### src/rtl/sapw_pkg.sv
// Shared types and constants for the six-axis PID wrench controller.
// Used by the configuration registers, the axis lanes and the top level.
package sapw_pkg;

  localparam int NUM_AXES    = 6;
  localparam int NUM_LINEAR  = 3;
  localparam int ERR_W       = 24;
  localparam int GAIN_W      = 32;
  localparam int LIM_W       = 31;
  localparam int OUT_W       = 32;
  localparam int ACC_W       = 32;
  localparam int FRAC_W      = 16;
  localparam int CFG_IDX_W   = 4;
  localparam int CFG_DATA_W  = 32;

  localparam int PP_W  = ERR_W + GAIN_W + 1;
  localparam int PI_W  = ACC_W + GAIN_W + 1;
  localparam int PD_W  = ERR_W + GAIN_W + 2;
  localparam int SUM_W = PI_W + 2;

  localparam logic CMD_STEP  = 1'b0;
  localparam logic CMD_ABORT = 1'b1;

  typedef enum logic [CFG_IDX_W-1:0] {
    REG_KP_LINEAR    = 4'd0,
    REG_KI_LINEAR    = 4'd1,
    REG_KD_LINEAR    = 4'd2,
    REG_KP_ANGULAR   = 4'd3,
    REG_KI_ANGULAR   = 4'd4,
    REG_KD_ANGULAR   = 4'd5,
    REG_FORCE_LIMIT  = 4'd6,
    REG_TORQUE_LIMIT = 4'd7
  } reg_index_t;

  typedef struct packed {
    logic [GAIN_W-1:0] kp;
    logic [GAIN_W-1:0] ki;
    logic [GAIN_W-1:0] kd;
    logic [LIM_W-1:0]  lim;
  } gain_set_t;

  typedef struct packed {
    logic load_s1;
    logic load_s2;
    logic load_out;
    logic clear;
  } stage_ctl_t;

endpackage

### src/rtl/sapw_cfg_regs.sv
// Configuration register file: gains and output limits for both axis groups.
// Depends on sapw_pkg for the register indexes and the gain set type.
module sapw_cfg_regs import sapw_pkg::*; (
  input  logic                  clk,
  input  logic                  rst,
  input  logic                  cfg_we,
  input  logic [CFG_IDX_W-1:0]  cfg_index,
  input  logic [CFG_DATA_W-1:0] cfg_data,
  output gain_set_t             linear,
  output gain_set_t             angular
);

  always_ff @(posedge clk) begin
    if (rst) begin
      linear  <= '0;
      angular <= '0;
    end else if (cfg_we) begin
      case (cfg_index)
        REG_KP_LINEAR:    linear.kp   <= cfg_data[GAIN_W-1:0];
        REG_KI_LINEAR:    linear.ki   <= cfg_data[GAIN_W-1:0];
        REG_KD_LINEAR:    linear.kd   <= cfg_data[GAIN_W-1:0];
        REG_KP_ANGULAR:   angular.kp  <= cfg_data[GAIN_W-1:0];
        REG_KI_ANGULAR:   angular.ki  <= cfg_data[GAIN_W-1:0];
        REG_KD_ANGULAR:   angular.kd  <= cfg_data[GAIN_W-1:0];
        REG_FORCE_LIMIT:  linear.lim  <= cfg_data[LIM_W-1:0];
        REG_TORQUE_LIMIT: angular.lim <= cfg_data[LIM_W-1:0];
        default: begin
        end
      endcase
    end
  end

endmodule

### config.mk
export PLATFORM = sky130hd
export DESIGN_NAME = sapw_cfg_regs
export DESIGN_NICKNAME = d
export VERILOG_FILES = /design/src/rtl/sapw_pkg.sv /design/src/rtl/sapw_cfg_regs.sv
export SDC_FILE = /design/constraint.sdc
export NUM_CORES = 1
export LEC_CHECK = 0
export BUFFER_PORTS_ARGS = -buffer_cell sky130_fd_sc_hd__buf_2
export CORE_MARGIN = 2
export CORE_UTILIZATION = 56
export CTS_CLUSTER_DIAMETER = 100
export DETAILED_ROUTE_END_ITERATION = 8
export PLACE_DENSITY = 0.88
export SLEW_MARGIN = 20
export SYNTH_ARGS = -nofsm -noshare
export SYNTH_HDL_FRONTEND = slang
export SYNTH_SLANG_ARGS = --single-unit
### constraint.sdc
create_clock -name clk -period 2.29 [get_ports clk]
set_clock_uncertainty 0.1 [all_clocks]
set_input_delay 0.3435 -clock clk [delete_from_list [all_inputs] [get_ports clk]]
set_output_delay 0.3435 -clock clk [all_outputs]
set_load 0.02 [all_outputs]
==> reports/metrics.yaml <==
cts:
  cts_tree: "built"
  cts-resized-gates: 0
  cts_setup_buffers: 0
  clock_latency_ns: 0.51
  postCtsHoldBufs: 0
  clk_pin_slew_ns: 0.06
  cts_root_buf: "clkbuf_16"
  clock-sinks: 254
  htreeDepth: 1
  numCtsBuffers: 26
  clockBufferDepth: 3
synth:
  muxShareOfSynthArea_pct: 25.3
  synth_cell_types: 17
  synth_top_cell_area_share_pct: 50.6
  synth_compound_area_share_pct: 0
  synth_area_leaders: "dfxtp_1 51%, mux2i_1 25%, nand2b_1 18%"
  synth_top_family_by_area: "multiplexers"
  synthAdderAreaFrac_pct: 0
  syn_avg_cell_area_um2: 11.2
  synth_area_leader_cell: "dfxtp_1"
  synthCells: 896
  syn_nets: 935
  syn_area_um2: 10000
  synth-seq-cells: 254
  ys_seq_area_share_pct: 50.6
  synth_xor_area_share_pct: 0
  synth-simple-area-share_pct: 19.0
  yosys_warnings: 0
critical_path:
  cp.required_ns: 1.85
  path_cells: "buf_2"
  crit_path_end_kind: "output port"
  critPathMaxFanout: 2
  worstPathArrival_ns: 1.07
  cp_top_family: "flip-flops"
  r2r_slack_ns: 1.51
  slowest_delay_ns: 0.36
  critPathLaunchType: "flip-flop"
  critPathBufInv: 1
  crit_type: "reg -> out"
  crit_slowest_cell: "dfxtp_1"
floorplanning:
  die_w_um: 138
  num_rows: 48
  die_area_um2: 19000
  initial_utilization_pct: 57.7
  core_um2: 17400
  die_y_um: 138
  io_pins: 293
power:
  internal_power_mw: 7.72
  p_sw_mw: 2.11
  switching_share_pct: 21.4
  comb_power_share_pct: 5.6
  power.density_nw_per_um2: 789
  seq_power_share_pct: 45.8
  leakage_nw: 6.87
  peakVddDrop_mv: 0.598
  p_clk_share_pct: 48.6
route:
  avgViaCountPerCell: 5.17
  via_count: 7232
  wl_um: 26000
  drtAntennaViolNets: 0
  first_pass_iters: 4
  detail_route.wl_per_cell_um: 18.6
  drc: 0
  drt_iter0_markers: 249
sta:
  fmax_mhz: 659
  layout_min_cycle_time_ns: 1.52
  grt_setup_unrepaired: "no"
  setup_viol: 0
  tightest_slew_ns: 0.542
  setup_slack_ns: 0.772
  final_max_slew_viol_count: 0
  hold_slack_ns: 0.202
  tns_ns: 0
  hold_violations: 0
  finalCritPeriodShare_pct: 66.3
  maxSlewHeadroom_pct: 63.7
min_path:
  hold_path_class: "in -> reg"
layout:
  finalNetCount: 1192
  fin_cells: 1399
  drive_gt1_share_pct: 31.7
  synthToLayoutAreaGrowth_pct: 24.1
  utilization_pct: 71.6
global_routing:
  grt_max_degree: 73
  overflow: 0
  grt_pass1_vias: 7323
  grt_usage_pct: 26.4
  grt_pass1_wl_um: 39200
  antenna_found_initial: 1
placed_design:
  preCtsSetupSlack_ns: 0.421
  dp_hpwl_um: 17700
  gp_congestion: 0.803
  placed_cells: 1350
  io_buffers: 292
status:
  outcome: "finished, final reports clean"
flow_run:
  drv_cap: 0
[state kept, by name (all words and copies together), names as in the netlist]
name and count:
angular 127, linear 127
[synth_stat cells, drive strengths merged]
cell    count
mux2i     254
and3b       1
nor3b       1
nor2b       2
clkbuf     47
nand2b    286
nand3       2
nor2        1
buf        40
dfxtp     254
nand2       6
and2        2
[power groups by stage]
stage | clock [mW] | combinational, mW | sequential [mW]
final | 4.78 | 0.549 | 4.51
after CTS | 4.83 | 0.552 | 4.50
after global routing | 4.98 | 0.586 | 4.51
after detailed placement | 0 | 0.548 | 4.60
after global placement | 0 | 0.543 | 4.60
after floorplan | 0 | 0.304 | 4.67
[placed cells by master (no fill, tap or decap), types with 2 or more instances in the layout]
| cell type | instances |
|---|---|
| nand3_2 | 2 |
| bufinv_16 | 6 |
| mux2i_1 | 254 |
| clkinvlp_4 | 4 |
| clkbuf_1 | 3 |
| nand2b_1 | 286 |
| clkbuf_16 | 27 |
| buf_2 | 291 |
| clkbuf_8 | 6 |
| buf_4 | 24 |
| nand2_2 | 6 |
| and2_1 | 2 |
| dfxtp_1 | 254 |
[final cells by class]
class	count	area (µm²)
antenna	1	2.50
clock buffer	36	769
clock inverter	12	224
fill	1245	4950
multi-input combinational	555	4450
sequential	254	5080
tap	225	282
timing repair buffer	316	1660
[kinds of logic after synthesis]
group	Yosys count
AND/OR/NAND/NOR	301
flip-flops	254
buffers and inverters	87
multiplexers	254
[through the flow]
| stage | area (µm²) | power, mW |
|---|---|---|
| floorplan | 10000 | 4.98 |
| detailed placement | 11500 | 5.15 |
| finish | 12500 | 9.83 |
| global placement | 11500 | 5.14 |
| global route | 12500 | 10.1 |
| CTS | 12500 | 9.89 |
[worst paths after layout]
| check | startpoint | to | cells past startpoint |
|---|---|---|---|
| worst min-delay path | cfg_data[10] | linear[10]$_SDFFE_PP0P_ | 3 |
| worst max-delay path | linear[75]$_SDFFE_PP0P_ | linear[75] | 1 |
| worst min register to register | linear[101]$_SDFFE_PP0P_ | linear[101]$_SDFFE_PP0P_ | 2 |
| worst max register to register | linear[75]$_SDFFE_PP0P_ | linear[75]$_SDFFE_PP0P_ | 2 |
[per-layer routing]
layer | wire length [µm] | global-route usage (%) | share of wire, %
met4 | 951 | 10.8 | 3.7
met5 | 0 | 0 | 0
met3 | 1830 | 6.80 | 7.0
met1 | 10400 | 32.0 | 40
met2 | 12800 | 44.9 | 49
Note: power is estimated with default switching activity, not from simulation.
